## src/hdl/sprt_pkg.sv

```systemverilog
`timescale 1ns / 1ps
package sprt_pkg;

  localparam int unsigned ADDR_W = 48;
  localparam int unsigned TIME_W = 32;
  localparam int unsigned CFG_W  = 20;
  localparam int unsigned STAT_W = 8;
  localparam int unsigned BTN_W  = 2;

  localparam int unsigned APB_AW = 3;
  localparam int unsigned APB_DW = 32;

  // config register indexes (paddr[2])
  localparam logic REG_REPEAT_WAIT  = 1'b0;
  localparam logic REG_CANCEL_AFTER = 1'b1;

  localparam logic [CFG_W-1:0] REPEAT_WAIT_RST  = CFG_W'(500);
  localparam logic [CFG_W-1:0] CANCEL_AFTER_RST = CFG_W'(3000);

  // status byte bits
  localparam int unsigned BIT_PRESSED = 0;
  localparam int unsigned BIT_A1      = 2;
  localparam int unsigned BIT_B0      = 3;
  localparam int unsigned BIT_B1      = 4;

  localparam int unsigned RES_CNT_W = 4;
  localparam logic [RES_CNT_W-1:0] MAX_RESULTS = RES_CNT_W'(8);

  localparam int unsigned CMD_DEPTH = 2;
  localparam int unsigned RES_DEPTH = 4;

  typedef enum logic [1:0] {
    BTN_A0 = 2'd0,
    BTN_A1 = 2'd1,
    BTN_B0 = 2'd2,
    BTN_B1 = 2'd3
  } button_e;

  typedef enum logic [1:0] {
    EV_PUSHED = 2'd0,
    EV_SHORT  = 2'd1,
    EV_LONG   = 2'd2,
    EV_REPEAT = 2'd3
  } kind_e;

  typedef enum logic [1:0] {
    OP_PUSH    = 2'd0,
    OP_RELEASE = 2'd1,
    OP_TICK    = 2'd2
  } op_e;

  typedef struct packed {
    op_e               op;
    logic [BTN_W-1:0]  button;
    logic [ADDR_W-1:0] address;
    logic [TIME_W-1:0] now;
  } cmd_t;

  typedef struct packed {
    kind_e             kind;
    logic [BTN_W-1:0]  button;
    logic [ADDR_W-1:0] address;
    logic              full;
    logic              last;
  } res_t;

  typedef struct packed {
    logic [ADDR_W-1:0] address;
    logic [BTN_W-1:0]  button;
    logic [TIME_W-1:0] push_time;
  } entry_t;

endpackage

```

## src/hdl/switch_press_repeat_tracker.sv

```systemverilog
`timescale 1ns / 1ps
// Push-button switch tracker. Switch reports and repeat ticks enter through a
// two-deep command queue; a back end then walks the press table (a RAM of
// TABLE_ENTRIES rows with flip-flop valid bits, all cleared by reset) one row
// per cycle, unless a full result queue stalls it, through the RAM's single
// read port. A report gives one result, a tick up to eight Repeat results;
// last_of_run marks the final result of an input. Results wait in a
// four-deep queue. repeat_wait_ms (address 0) and cancel_after_ms (address 4)
// are written over the APB port; the user must write them only while the
// block is idle, as the block itself does not enforce it.
module switch_press_repeat_tracker
  import sprt_pkg::*;
#(
  parameter int unsigned TABLE_ENTRIES = 8
) (
  input  logic              clk_i,
  input  logic              rst_ni,

  input  logic              push,
  output logic              full,
  input  logic              command_i,
  input  logic [ADDR_W-1:0] device_address_i,
  input  logic [STAT_W-1:0] switch_status_i,
  input  logic [TIME_W-1:0] now_ms_i,

  output logic              empty,
  input  logic              pop,
  output logic [1:0]        event_kind_o,
  output logic [BTN_W-1:0]  button_id_o,
  output logic [ADDR_W-1:0] event_address_o,
  output logic              table_full_o,
  output logic              last_of_run_o,

  input  logic              psel,
  input  logic              penable,
  input  logic              pwrite,
  input  logic [APB_AW-1:0] paddr,
  input  logic [APB_DW-1:0] pwdata,
  output logic [APB_DW-1:0] prdata,
  output logic              pready
);

  logic [CFG_W-1:0] repeat_wait_q, cancel_after_q;
  logic             cfg_we, reg_sel;

  cmd_t cmd;
  logic cmd_empty, cmd_pop;
  res_t res_in, res_out;
  logic res_push, res_full;
  logic [$bits(res_t)-1:0] res_vec;

  assign pready  = 1'b1;
  assign cfg_we  = psel && penable && pwrite && pready;
  assign reg_sel = paddr[2];

  always_ff @(posedge clk_i or negedge rst_ni) begin
    if (!rst_ni) begin
      repeat_wait_q  <= REPEAT_WAIT_RST;
      cancel_after_q <= CANCEL_AFTER_RST;
    end else if (cfg_we) begin
      unique case (reg_sel)
        REG_REPEAT_WAIT:  repeat_wait_q  <= pwdata[CFG_W-1:0];
        REG_CANCEL_AFTER: cancel_after_q <= pwdata[CFG_W-1:0];
        default: begin
        end
      endcase
    end
  end

  always_comb begin
    unique case (reg_sel)
      REG_REPEAT_WAIT:  prdata = APB_DW'(repeat_wait_q);
      REG_CANCEL_AFTER: prdata = APB_DW'(cancel_after_q);
      default:          prdata = '0;
    endcase
  end

  sprt_front u_front (
    .clk_i            (clk_i),
    .rst_ni           (rst_ni),
    .push_i           (push),
    .command_i        (command_i),
    .device_address_i (device_address_i),
    .switch_status_i  (switch_status_i),
    .now_ms_i         (now_ms_i),
    .full_o           (full),
    .pop_i            (cmd_pop),
    .cmd_o            (cmd),
    .empty_o          (cmd_empty)
  );

  sprt_back #(
    .TABLE_ENTRIES (TABLE_ENTRIES)
  ) u_back (
    .clk_i          (clk_i),
    .rst_ni         (rst_ni),
    .cmd_empty_i    (cmd_empty),
    .cmd_i          (cmd),
    .cmd_pop_o      (cmd_pop),
    .repeat_wait_i  (repeat_wait_q),
    .cancel_after_i (cancel_after_q),
    .res_full_i     (res_full),
    .res_push_o     (res_push),
    .res_o          (res_in)
  );

  sprt_fifo #(
    .WIDTH ($bits(res_t)),
    .DEPTH (RES_DEPTH)
  ) u_res_q (
    .clk_i   (clk_i),
    .rst_ni  (rst_ni),
    .push_i  (res_push),
    .data_i  (res_in),
    .full_o  (res_full),
    .pop_i   (pop),
    .data_o  (res_vec),
    .empty_o (empty)
  );

  assign res_out         = res_t'(res_vec);
  assign event_kind_o    = res_out.kind;
  assign button_id_o     = res_out.button;
  assign event_address_o = res_out.address;
  assign table_full_o    = res_out.full;
  assign last_of_run_o   = res_out.last;

`ifndef SYNTH
  // back end never offers a beat the result queue cannot take
  a_res_no_overflow: assert property (@(posedge clk_i) disable iff (!rst_ni)
    res_push |-> !res_full)
    else $error("result beat pushed into full queue");

  a_full_only_pushed: assert property (@(posedge clk_i) disable iff (!rst_ni)
    (!empty && table_full_o) |-> (event_kind_o == EV_PUSHED))
    else $error("table_full on a non-Pushed result");

  // reports give exactly one result, so it is always the last of its run
  a_report_is_last: assert property (@(posedge clk_i) disable iff (!rst_ni)
    (!empty && (event_kind_o != EV_REPEAT)) |-> last_of_run_o)
    else $error("report result without last_of_run");
`endif

endmodule

```

## src/hdl/sprt_ram.sv

```systemverilog
`timescale 1ns / 1ps
module sprt_ram #(
  parameter int unsigned WIDTH = 8,
  parameter int unsigned DEPTH = 8,
  localparam int unsigned AW = (DEPTH > 1) ? $clog2(DEPTH) : 1
) (
  input  logic             clk_i,
  input  logic             we_i,
  input  logic [AW-1:0]    waddr_i,
  input  logic [WIDTH-1:0] wdata_i,
  input  logic [AW-1:0]    raddr_i,
  output logic [WIDTH-1:0] rdata_o
);

  logic [WIDTH-1:0] mem_q [DEPTH];
  logic [WIDTH-1:0] rdata_q;

  always_ff @(posedge clk_i) begin
    if (we_i) begin
      mem_q[waddr_i] <= wdata_i;
    end
    rdata_q <= mem_q[raddr_i];
  end

  assign rdata_o = rdata_q;

endmodule

```

## src/hdl/sprt_fifo.sv

```systemverilog
`timescale 1ns / 1ps
module sprt_fifo #(
  parameter int unsigned WIDTH = 8,
  parameter int unsigned DEPTH = 2
) (
  input  logic             clk_i,
  input  logic             rst_ni,
  input  logic             push_i,
  input  logic [WIDTH-1:0] data_i,
  output logic             full_o,
  input  logic             pop_i,
  output logic [WIDTH-1:0] data_o,
  output logic             empty_o
);

  localparam int unsigned PTR_W = (DEPTH > 1) ? $clog2(DEPTH) : 1;
  localparam int unsigned CNT_W = $clog2(DEPTH + 1);
  localparam logic [PTR_W-1:0] LAST_PTR = PTR_W'(DEPTH - 1);

  logic [WIDTH-1:0] mem_q [DEPTH];
  logic [PTR_W-1:0] wr_ptr_q, rd_ptr_q;
  logic [CNT_W-1:0] cnt_q;
  logic             do_push, do_pop;

  assign full_o  = (cnt_q == CNT_W'(DEPTH));
  assign empty_o = (cnt_q == '0);
  assign do_push = push_i && !full_o;
  assign do_pop  = pop_i && !empty_o;
  assign data_o  = mem_q[rd_ptr_q];

  always_ff @(posedge clk_i or negedge rst_ni) begin
    if (!rst_ni) begin
      wr_ptr_q <= '0;
      rd_ptr_q <= '0;
      cnt_q    <= '0;
    end else begin
      if (do_push) begin
        wr_ptr_q <= (wr_ptr_q == LAST_PTR) ? '0 : wr_ptr_q + 1'b1;
      end
      if (do_pop) begin
        rd_ptr_q <= (rd_ptr_q == LAST_PTR) ? '0 : rd_ptr_q + 1'b1;
      end
      if (do_push && !do_pop) begin
        cnt_q <= cnt_q + 1'b1;
      end else if (do_pop && !do_push) begin
        cnt_q <= cnt_q - 1'b1;
      end
    end
  end

  always_ff @(posedge clk_i) begin
    if (do_push) begin
      mem_q[wr_ptr_q] <= data_i;
    end
  end

endmodule

```

## src/hdl/sprt_front.sv

```systemverilog
`timescale 1ns / 1ps
module sprt_front
  import sprt_pkg::*;
(
  input  logic              clk_i,
  input  logic              rst_ni,
  input  logic              push_i,
  input  logic              command_i,
  input  logic [ADDR_W-1:0] device_address_i,
  input  logic [STAT_W-1:0] switch_status_i,
  input  logic [TIME_W-1:0] now_ms_i,
  output logic              full_o,
  input  logic              pop_i,
  output cmd_t              cmd_o,
  output logic              empty_o
);

  cmd_t                     cmd_in;
  button_e                  button;
  logic [$bits(cmd_t)-1:0]  cmd_vec;

  // button select by priority, highest bit wins
  always_comb begin
    if (switch_status_i[BIT_B1]) begin
      button = BTN_B1;
    end else if (switch_status_i[BIT_B0]) begin
      button = BTN_B0;
    end else if (switch_status_i[BIT_A1]) begin
      button = BTN_A1;
    end else begin
      button = BTN_A0;
    end
  end

  always_comb begin
    cmd_in.button  = button;
    cmd_in.address = device_address_i;
    cmd_in.now     = now_ms_i;
    if (command_i) begin
      cmd_in.op = OP_TICK;
    end else if (switch_status_i[BIT_PRESSED]) begin
      cmd_in.op = OP_PUSH;
    end else begin
      cmd_in.op = OP_RELEASE;
    end
  end

  sprt_fifo #(
    .WIDTH ($bits(cmd_t)),
    .DEPTH (CMD_DEPTH)
  ) u_cmd_q (
    .clk_i   (clk_i),
    .rst_ni  (rst_ni),
    .push_i  (push_i),
    .data_i  (cmd_in),
    .full_o  (full_o),
    .pop_i   (pop_i),
    .data_o  (cmd_vec),
    .empty_o (empty_o)
  );

  assign cmd_o = cmd_t'(cmd_vec);

endmodule

```

## src/hdl/sprt_back.sv

```systemverilog
`timescale 1ns / 1ps
module sprt_back
  import sprt_pkg::*;
#(
  parameter int unsigned TABLE_ENTRIES = 8
) (
  input  logic             clk_i,
  input  logic             rst_ni,
  input  logic             cmd_empty_i,
  input  cmd_t             cmd_i,
  output logic             cmd_pop_o,
  input  logic [CFG_W-1:0] repeat_wait_i,
  input  logic [CFG_W-1:0] cancel_after_i,
  input  logic             res_full_i,
  output logic             res_push_o,
  output res_t             res_o
);

  localparam int unsigned IDX_W = (TABLE_ENTRIES > 1) ? $clog2(TABLE_ENTRIES) : 1;
  localparam logic [IDX_W-1:0] LAST_IDX = IDX_W'(TABLE_ENTRIES - 1);

  typedef enum logic [1:0] {
    ST_IDLE,
    ST_SCAN,
    ST_DONE
  } state_e;

  state_e                   state_q;
  cmd_t                     cmd_q;
  logic [IDX_W-1:0]         idx_q;
  logic [TABLE_ENTRIES-1:0] valid_q;
  logic                     found_q, long_q, free_v_q, any_q, pend_v_q;
  logic [IDX_W-1:0]         slot_q, free_q;
  logic [TIME_W-1:0]        min_age_q;
  res_t                     pend_q;
  logic [RES_CNT_W-1:0]     cnt_q;

  logic [$bits(entry_t)-1:0] rd_vec;
  entry_t                   rd_entry, wr_entry;
  logic [IDX_W-1:0]         raddr, wslot;
  logic [TIME_W-1:0]        age, wait_ext, cancel_ext;
  logic                     entry_v, match, hit, last_entry;
  logic                     scan_stall, scan_adv, tbl_full, done_need, done_go, ram_we;
  res_t                     done_res;

  assign rd_entry   = entry_t'(rd_vec);
  assign entry_v    = valid_q[idx_q];
  assign age        = cmd_q.now - rd_entry.push_time;
  assign wait_ext   = TIME_W'(repeat_wait_i);
  assign cancel_ext = TIME_W'(cancel_after_i);
  assign match      = entry_v && (rd_entry.address == cmd_q.address);
  assign hit        = (cmd_q.op == OP_TICK) && entry_v && (age > wait_ext)
                      && (cnt_q < MAX_RESULTS);
  assign last_entry = (idx_q == LAST_IDX);

  // a new repeat hit forces out the held one; wait if the result queue is full
  assign scan_stall = hit && pend_v_q && res_full_i;
  assign scan_adv   = (state_q == ST_SCAN) && !scan_stall;

  assign tbl_full  = !found_q && !free_v_q;
  assign wslot     = found_q ? slot_q : free_q;
  assign done_need = (cmd_q.op != OP_TICK) || pend_v_q;
  assign done_go   = (state_q == ST_DONE) && !(done_need && res_full_i);

  always_comb begin
    done_res         = pend_q;
    done_res.last    = 1'b1;
    case (cmd_q.op)
      OP_PUSH: begin
        done_res.kind    = EV_PUSHED;
        done_res.button  = cmd_q.button;
        done_res.address = cmd_q.address;
        done_res.full    = tbl_full;
      end
      OP_RELEASE: begin
        done_res.kind    = (found_q && long_q) ? EV_LONG : EV_SHORT;
        done_res.button  = cmd_q.button;
        done_res.address = cmd_q.address;
        done_res.full    = 1'b0;
      end
      default: begin
      end
    endcase
  end

  assign res_o      = (state_q == ST_DONE) ? done_res : pend_q;
  assign res_push_o = (state_q == ST_DONE) ? (done_go && done_need)
                                           : (scan_adv && hit && pend_v_q);
  assign cmd_pop_o  = (state_q == ST_IDLE) && !cmd_empty_i;

  // one read per cycle; hold the address while stalled
  always_comb begin
    case (state_q)
      ST_SCAN: raddr = (scan_adv && !last_entry) ? idx_q + 1'b1 : idx_q;
      ST_DONE: raddr = idx_q;
      default: raddr = '0;
    endcase
  end

  assign ram_we             = done_go && (cmd_q.op == OP_PUSH) && !tbl_full;
  assign wr_entry.address   = cmd_q.address;
  assign wr_entry.button    = cmd_q.button;
  assign wr_entry.push_time = cmd_q.now;

  sprt_ram #(
    .WIDTH ($bits(entry_t)),
    .DEPTH (TABLE_ENTRIES)
  ) u_table (
    .clk_i   (clk_i),
    .we_i    (ram_we),
    .waddr_i (wslot),
    .wdata_i (wr_entry),
    .raddr_i (raddr),
    .rdata_o (rd_vec)
  );

  always_ff @(posedge clk_i or negedge rst_ni) begin
    if (!rst_ni) begin
      state_q  <= ST_IDLE;
      idx_q    <= '0;
      valid_q  <= '0;
      found_q  <= 1'b0;
      free_v_q <= 1'b0;
      any_q    <= 1'b0;
      pend_v_q <= 1'b0;
      cnt_q    <= '0;
    end else begin
      unique case (state_q)
        ST_IDLE: begin
          if (cmd_pop_o) begin
            idx_q    <= '0;
            found_q  <= 1'b0;
            free_v_q <= 1'b0;
            any_q    <= 1'b0;
            pend_v_q <= 1'b0;
            cnt_q    <= '0;
            state_q  <= ST_SCAN;
          end
        end
        ST_SCAN: begin
          if (scan_adv) begin
            if (match && !found_q) begin
              found_q <= 1'b1;
            end
            if (!entry_v && !free_v_q) begin
              free_v_q <= 1'b1;
            end
            if (entry_v) begin
              any_q <= 1'b1;
            end
            if (hit) begin
              pend_v_q <= 1'b1;
              cnt_q    <= cnt_q + 1'b1;
            end
            if (last_entry) begin
              state_q <= ST_DONE;
            end else begin
              idx_q <= idx_q + 1'b1;
            end
          end
        end
        ST_DONE: begin
          if (done_go) begin
            case (cmd_q.op)
              OP_PUSH: begin
                if (!tbl_full) begin
                  valid_q[wslot] <= 1'b1;
                end
              end
              OP_RELEASE: begin
                if (found_q) begin
                  valid_q[slot_q] <= 1'b0;
                end
              end
              default: begin
                if (any_q && (min_age_q > cancel_ext)) begin
                  valid_q <= '0;
                end
              end
            endcase
            pend_v_q <= 1'b0;
            state_q  <= ST_IDLE;
          end
        end
        default: state_q <= ST_IDLE;
      endcase
    end
  end

  always_ff @(posedge clk_i) begin
    if (cmd_pop_o) begin
      cmd_q     <= cmd_i;
      min_age_q <= '1;
    end
    if (scan_adv) begin
      if (match && !found_q) begin
        slot_q <= idx_q;
        long_q <= (age >= wait_ext);
      end
      if (!entry_v && !free_v_q) begin
        free_q <= idx_q;
      end
      if (entry_v && (age < min_age_q)) begin
        min_age_q <= age;
      end
      if (hit) begin
        pend_q.kind    <= EV_REPEAT;
        pend_q.button  <= rd_entry.button;
        pend_q.address <= rd_entry.address;
        pend_q.full    <= 1'b0;
        pend_q.last    <= 1'b0;
      end
    end
  end

endmodule

```

## config.mk

```make
export PLATFORM = sky130hd
export DESIGN_NAME = switch_press_repeat_tracker
export DESIGN_NICKNAME = d
export VERILOG_FILES = /design/src/hdl/sprt_pkg.sv /design/src/hdl/switch_press_repeat_tracker.sv /design/src/hdl/sprt_ram.sv /design/src/hdl/sprt_fifo.sv /design/src/hdl/sprt_front.sv /design/src/hdl/sprt_back.sv
export SDC_FILE = /design/constraint.sdc
export NUM_CORES = 2
export LEC_CHECK = 0
export BUFFER_PORTS_ARGS = -buffer_cell sky130_fd_sc_hd__buf_2
export CAP_MARGIN = 20
export CORE_AREA = 2 2 337 339
export DETAILED_ROUTE_END_ITERATION = 8
export DIE_AREA = 0 0 339 341
export GPL_ROUTABILITY_DRIVEN = 0
export PLACE_DENSITY = 0.66
export SYNTH_ARGS = -nofsm -noshare
export SYNTH_HDL_FRONTEND = slang
export SYNTH_SLANG_ARGS = --single-unit
```

## constraint.sdc

```tcl
create_clock -name clk_i -period 8.95 [get_ports clk_i]
set_clock_uncertainty 0.15 [all_clocks]
set_input_delay 0 -clock clk_i [delete_from_list [all_inputs] [get_ports clk_i]]
set_output_delay 0 -clock clk_i [all_outputs]
set_load 0.005 [all_outputs]
```

# After elaboration in Yosys (flattened, before gate mapping)
# Memory sizes are Yosys's and may differ from the RTL's. A register that Yosys moved wholly into a read port is not among the register bits.
# Index checks and enable logic that the tools add are counted.
# W data, S select, Z words.
# totals
out_inout_bits,89
ramBits,1040
wordCells,211
n_memories,3
inputBits,131
reg_bits,161
# classes
magnitude_cmp,10
n_bitwise,4
eq_ne,22
addsub,11
mux,67
n_reduce_logical,72
# mem_list
memory,depth,word_bits,rd,rd_clocked_by_memory_dff,wr,line,rtl
u_back.u_table.mem_q,8,82,1,1,1,sprt_ram.sv:15,logic [WIDTH-1:0] mem_q [DEPTH];
u_res_q.mem_q,4,54,1,0,1,sprt_fifo.sv:20,logic [WIDTH-1:0] mem_q [DEPTH];
u_front.u_cmd_q.mem_q,2,84,1,1,1,sprt_fifo.sv:20,
# op_table
operator,n
$pmux W53 S2,1
$mux W32,3
$gt A32 B20 Y1,2
$pmux W32 S2,1
$mux W54,1
$eq A48 B48 Y1,1
$logic_and A1 B1 Y1,34
$ge A32 B20 Y1,1
$lt A32 B32 Y1,1
$sub A32 B32 Y32,1
$mux W1,24
$mux W2,12
$mux W8,3
$reduce_and A4 Y1,6
$mux W3,7
$pmux W8 S2,1
$logic_not A1 Y1,15
$lt A3 B4 Y1 const B,3
$mux W4,3
$ne A2 B1 Y1 const B,6
$ne A2 B2 Y1 const B,6
$pmux W3 S2,2
$eq A2 B2 Y1 const B,5
$reduce_and A2 Y1,5
other kinds (26),42

# Logic depth before layout (Yosys ltp)
# logic_depth
depth_word,17
depth_mapped,27
depth_no_buf,27

# By module
# Synthesis repeated with hierarchy kept, for this count alone.
# hier_totals
cells_unflattened,2873
hier_area_um2,55474.5
# by_module_without_submodules
module,cells_each,instances,area_per_inst_um2
sprt_ram,1042,1,27048.4
sprt_back,1105,1,11862.6
sprt_fifo at u_res_q,319,1,8236.6
sprt_fifo at u_front.u_cmd_q,280,1,6266.0
switch_press_repeat_tracker,123,1,2039.5
sprt_front,4,1,21.3

# Worst setup path before layout
# OpenSTA, ideal clock, no wires.
# synth_path
path_type,reg-to-reg
start,"register, netlist name u_back.cmd_q[0]"
end,memory u_res_q.mem_q[0][0] (netlist name) (enable)
t_arrival_ns,5.550
required_ns,8.383
n_path_buf,0
synth_period_minus_slack_ns,6.117
path_stages_with_launch,23
setup_slack_ns,2.833
path_cell_list,edfxtp_1 inv_1 ha_1 inv_1 fa_1 a21o_1 a311o_1 a21boi_2 nand2_1 inv_1 o21ai_0 xor2_1 ha_1 and3_1 nand4_1 o311a_1 nor2_1 o21ai_0 nand3_1 and3_1 o21ai_0 a21oi_1 and2_1
# synth_between
elab_chain_cells,14
# synth_lines
element,line,rtl
$sub A32 B32 Y32 *,sprt_back.sv:48,assign age = cmd_q.now - rd_entry.push_time;
$gt A32 B20 Y1 *,sprt_back.sv:52,assign hit = (cmd_q.op == OP_TICK) && entry_v && (age > wait_ext)
$logic_and A1 B1 Y1 *,sprt_back.sv:52,
$logic_and A1 B1 Y1 *,sprt_back.sv:53,&& (cnt_q < MAX_RESULTS);
$logic_and A1 B1 Y1 (2 in a row),sprt_back.sv:57,assign scan_stall = hit && pend_v_q && res_full_i;
$logic_not A1 Y1,sprt_back.sv:58,assign scan_adv = (state_q == ST_SCAN) && !scan_stall;
$logic_and A1 B1 Y1,sprt_back.sv:58,
$logic_and A1 B1 Y1 * (2 in a row),sprt_back.sv:88,: (scan_adv && hit && pend_v_q);
$mux W1 *,sprt_back.sv:87,assign res_push_o = (state_q == ST_DONE) ? (done_go && done_need)
$logic_and A1 B1 Y1 *,sprt_fifo.sv:27,assign do_push = push_i && !full_o;
named net u_res_q.do_push,sprt_fifo.sv:23,"logic do_push, do_pop;"
$mux W1 *,sprt_fifo.sv:52,if (do_push) begin
$mux W1 (not written as such) *,sprt_fifo.sv:53,mem_q[wr_ptr_q] <= data_i;
end: declaration,sprt_fifo.sv:20,
# The timed path passes the listed nets; every way through them passes the cells marked *.

# Worst setup path after layout
# layout_path
start,"register, netlist name u_back.cmd_q[0]"
end,"register u_back.u_table.rdata_q[29] (netlist: u_back.u_table.rdata_o[29]), read port of u_back.u_table.mem_q"
# layout_between
elab_chain_cells,11
# layout_lines
element,line,rtl
$sub A32 B32 Y32,sprt_back.sv:48,
$gt A32 B20 Y1,sprt_back.sv:52,
$logic_and A1 B1 Y1,sprt_back.sv:52,
$logic_and A1 B1 Y1,sprt_back.sv:53,
$logic_and A1 B1 Y1 (2 in a row),sprt_back.sv:57,
$logic_not A1 Y1,sprt_back.sv:58,
$logic_and A1 B1 Y1,sprt_back.sv:58,
$logic_and A1 B1 Y1,sprt_back.sv:94,ST_SCAN: raddr = (scan_adv && !last_entry) ? idx_q + 1'b1 : idx_q;
$mux W3,sprt_back.sv:94,
$pmux W3 S2,sprt_back.sv:93,case (state_q)
end: declaration,sprt_ram.sv:16,logic [WIDTH-1:0] rdata_q;
# Every way passes these cells.
# A chain may end at the register's enable or synchronous reset.

==> impl_metrics.yaml <==
logic_synthesis:
  syn_area_um2: 55700
  synth_compound_area_frac: 0.0821
  synth_top_family_by_area: "compound AO/OA/AOI/OAI gates"
  synth_flop_cell: "edfxtp_1"
  synth_cell_types: 90
  synthCells: 3493
  synth_mux_area_frac: 0.0637
  async_reset_ff_frac: 0.0527
  synth_xor_area_frac: 0.0123
  ys.warnings.count: 0
  synthAdderAreaFrac: 0.0268
  syn_avg_cell_area_um2: 15.9
  seq_area_frac_synth: 0.711
  ys_ff_latch: 1367
  yosys.area_share.simple: 0.0779
  synth_edf_count: 1181
clock_tree:
  htreeDepth: 4
  postCtsSetupRepairBufs: 0
  cts_root_buf: "clkbuf_16"
  cts_made_buffers: 138
  cts_resized: 0
  cts_buffer_depth: 3
  clk_pin_slew_ns: 0.06
  cts_sinks: 1367
  cts_tree: "done"
  clk_latency_ns: 0.75
setup_path:
  path_delay_family: "compound AO/OA/AOI/OAI gates"
  path_common_cell: "inv_1"
  path_buf_inv: 4
  cp-start-kind: "register"
  slowest_stage: "a211o_4"
  required_ns: 9.39
  critPathCaptureType: "register"
  crit_type: "register to register"
  path_cells: "inv_1 -> ha_1 -> inv_1 -> fa_1 -> a21o_1 -> a311o_1 -> a21boi_2 -> nand2_1 -> inv_1 -> o21ai_0 -> xor2_1 -> ha_1 -> and3_1 -> nand4_1 -> o311a_1 -> nor2_1 -> o21ai_0 -> and4_1 -> a31o_2 -> a211o_4 -> buf_12 -> and2_0 -> a2111oi_0 -> nor4_1"
  cp_max_fo: 186
  worst_path_largest_cell_delay_ns: 0.52
  arrival_ns: 7.75
detailed_routing:
  drc: 0
  num_vias: 31893
  vias_per_cell: 5.77
  drt_first_iter_violations: 3132
  antenna_left: 0
  avgRoutedWirePerCell_um: 23.7
  drt_wl_total_mm: 131
  dr.pass1.iters: 8
cells_and_area:
  nets: 4160
  syn_to_final_growth_pct: 16.7
  finalInstanceArea_um2: 65000
  drive_gt1_frac: 0.206
  post-route-util: 0.581
  layout_commonest_cell: "edfxtp_1"
  most-common-layout-cells: "edfxtp_1 (1181), and3_1 (255), a211oi_1 (255)"
sta:
  setup_tns_ns: 0
  hold_viol_final: 0
  postLayoutSetupSlackWorst_ns: 1.63
  setup_viol: 0
  grt_setup_unrepaired: "false"
  slew_viol_final: 0
  max_clock_freq_mhz: 137
  period_needed_ns: 7.32
  post-route-period-util: 0.817
  worstMarginPinSlew_ns: 1.06
  max_slew_margin: 0.295
pwr:
  powerDensity_nw_per_um2: 347
  p_leak_nw: 23.3
  ir_drop_mv: 0.228
die:
  die_x_um: 339
  num_io_pins: 220
  die_h_um: 341
  row_count: 123
  initial_core_util: 0.498
  die-area_um2: 116000
  core_um2: 112000
run_status:
  status: "complete, no violations"
placed_design:
  place_ws_ns: 1.79
  port_buffers: 188
  dp_hpwl_mm: 76.0
  placed_area_um2: 58300
grt:
  grt_pass1_wl_mm: 197
  grt_max_degree: 187
  gr-total-overflow: 0
  track_usage: 0.225
  grt_pass1_vias: 31509
  antenna_found_initial: 7
job:
  max_cap_viol_count: 0
hold_path:
  hold_class: "primary input to register"
flip-flops by register name, indices dropped and copies added, names as in the netlist, 2 cells and up:
register and flops:
u_back.u_table.mem_q 656, u_res_q.mem_q 216, u_front.u_cmd_q.mem_q 168, u_back.cmd_q 84, u_back.u_table.rdata_o 82, u_back.pend_q 50, u_back.min_age_q 32, cancel_after_q 20
repeat_wait_q 20, u_back.valid_q 8, u_back.cnt_q 4, u_back.free_q 3, u_back.idx_q 3, u_back.slot_q 3, u_res_q.cnt_q 3, u_back.state_q 2
u_front.u_cmd_q.cnt_q 2, u_res_q.rd_ptr_q 2, u_res_q.wr_ptr_q 2
report_power, final:
part           switching [mW]  internal [mW]  leakage (nW)
clock                    2.38           3.18          2.14
combinational            4.81           2.65          8.60
sequential              0.987           8.54          12.5
path summary, 6_finish.rpt:
check | start | to | slack (ns) | cells past startpoint
worst max-delay path | u_back.cmd_q[0] | u_back.u_table.rdata_o[29] | 1.63 | 24
worst min-delay path | pop | u_res_q.rd_ptr_q[0] | 0.10 | 4
worst max register to register | u_back.cmd_q[0] | u_back.u_table.rdata_o[29] | 1.63 | 24
worst min register to register | u_back.u_table.rdata_o[33] | u_back.pend_q[51] | 0.25 | 0
max in group asynchronous | rst_ni | u_res_q.rd_ptr_q[0] | 7.10 | 4
min in group asynchronous | rst_ni | u_back.valid_q[2] | 0.19 | 3
logic make-up (layout without fill, tap and decap cells):
kind of cell,count (synthesis),in the layout
AOI/OAI and AO/OA,596,596
xor gates and xnor gates,78,78
adders and majority gates,118,118
buffers and inverters,350,869
DFF,1367,1367
muxes,260,260
other,2,18
and+or+nand+nor,722,722
layer usage:
metal | global-route usage | up-vias | routed length, µm
met5 | 0 | - | 0
met4 | 0.0565 | 0 | 2400
met3 | 0.0426 | 169 | 9310
met2 | 0.350 | 1044 | 60200
met1 | 0.329 | 16115 | 59300
li1 | - | 14565 | -
cell usage after synthesis (11+ instances only):
master | n | area share
a2111oi_2 | 34 | 0.0092
nor4_1 | 65 | 0.0073
nand3_1 | 14 | 0.0013
clkbuf_1 | 144 | 0.0097
ha_1 | 116 | 0.026
a31oi_1 | 20 | 0.0022
and2_0 | 58 | 0.0065
edfxtp_1 | 1181 | 0.64
dfstp_2 | 13 | 0.0061
o21ai_0 | 67 | 0.0060
buf_1 | 11 | 0.00074
dfrtp_1 | 59 | 0.027
nor4_2 | 31 | 0.0070
mux2_2 | 194 | 0.039
a2111oi_0 | 44 | 0.0069
buf_4 | 13 | 0.0018
xor2_1 | 38 | 0.0060
and2_1 | 34 | 0.0038
nor2b_1 | 15 | 0.0017
nor2_1 | 64 | 0.0043
a211oi_1 | 255 | 0.034
dfxtp_1 | 114 | 0.041
mux4_2 | 56 | 0.023
nand2b_1 | 17 | 0.0019
xnor2_1 | 40 | 0.0063
a21oi_1 | 67 | 0.0060
nand2_1 | 99 | 0.0067
nand4_1 | 26 | 0.0029
and3_1 | 256 | 0.029
inv_1 | 135 | 0.0091
a21o_1 | 18 | 0.0024
buf_2 | 38 | 0.0034
nor3_1 | 13 | 0.0012
layout make-up:
class / instances / area [µm²]
Sequential cell: 1367 / 39600
Timing Repair Buffer: 481 / 3830
Multi-Input combinational cell: 1787 / 14800
Clock buffer: 196 / 3920
Inverter: 136 / 513
Tap cell: 1500 / 1880
Antenna cell: 5 / 12.5
Fill cell: 8569 / 46900
Clock inverter: 56 / 439
worst min-delay path, delay by kind of cell:
family                 cells  cell delay [ns]
buffers and inverters      2             0.62
AOI/OAI and AO/OA          1             0.21
and+or+nand+nor            1             0.13
repair_timing:
action	4_1_cts	5_1_grt
setup endpoints to repair	0	0
hold buffers	226	0
hold endpoints to repair	356	0
metrics by stage:
step | power (mW) | hold WS, ns | cells
finish | 22.5 | 0.100 | 5528
global route | 23.7 | 0.0800 | 5526
CTS | 22.6 | 0.0330 | 5522
detailed placement | 16.9 | -0.300 | 5044
global placement | 16.8 | -0.296 | 5043
floorplan | 14.1 | -0.446 | 3504
No activity file was read; power rests on OpenSTA's default activity.
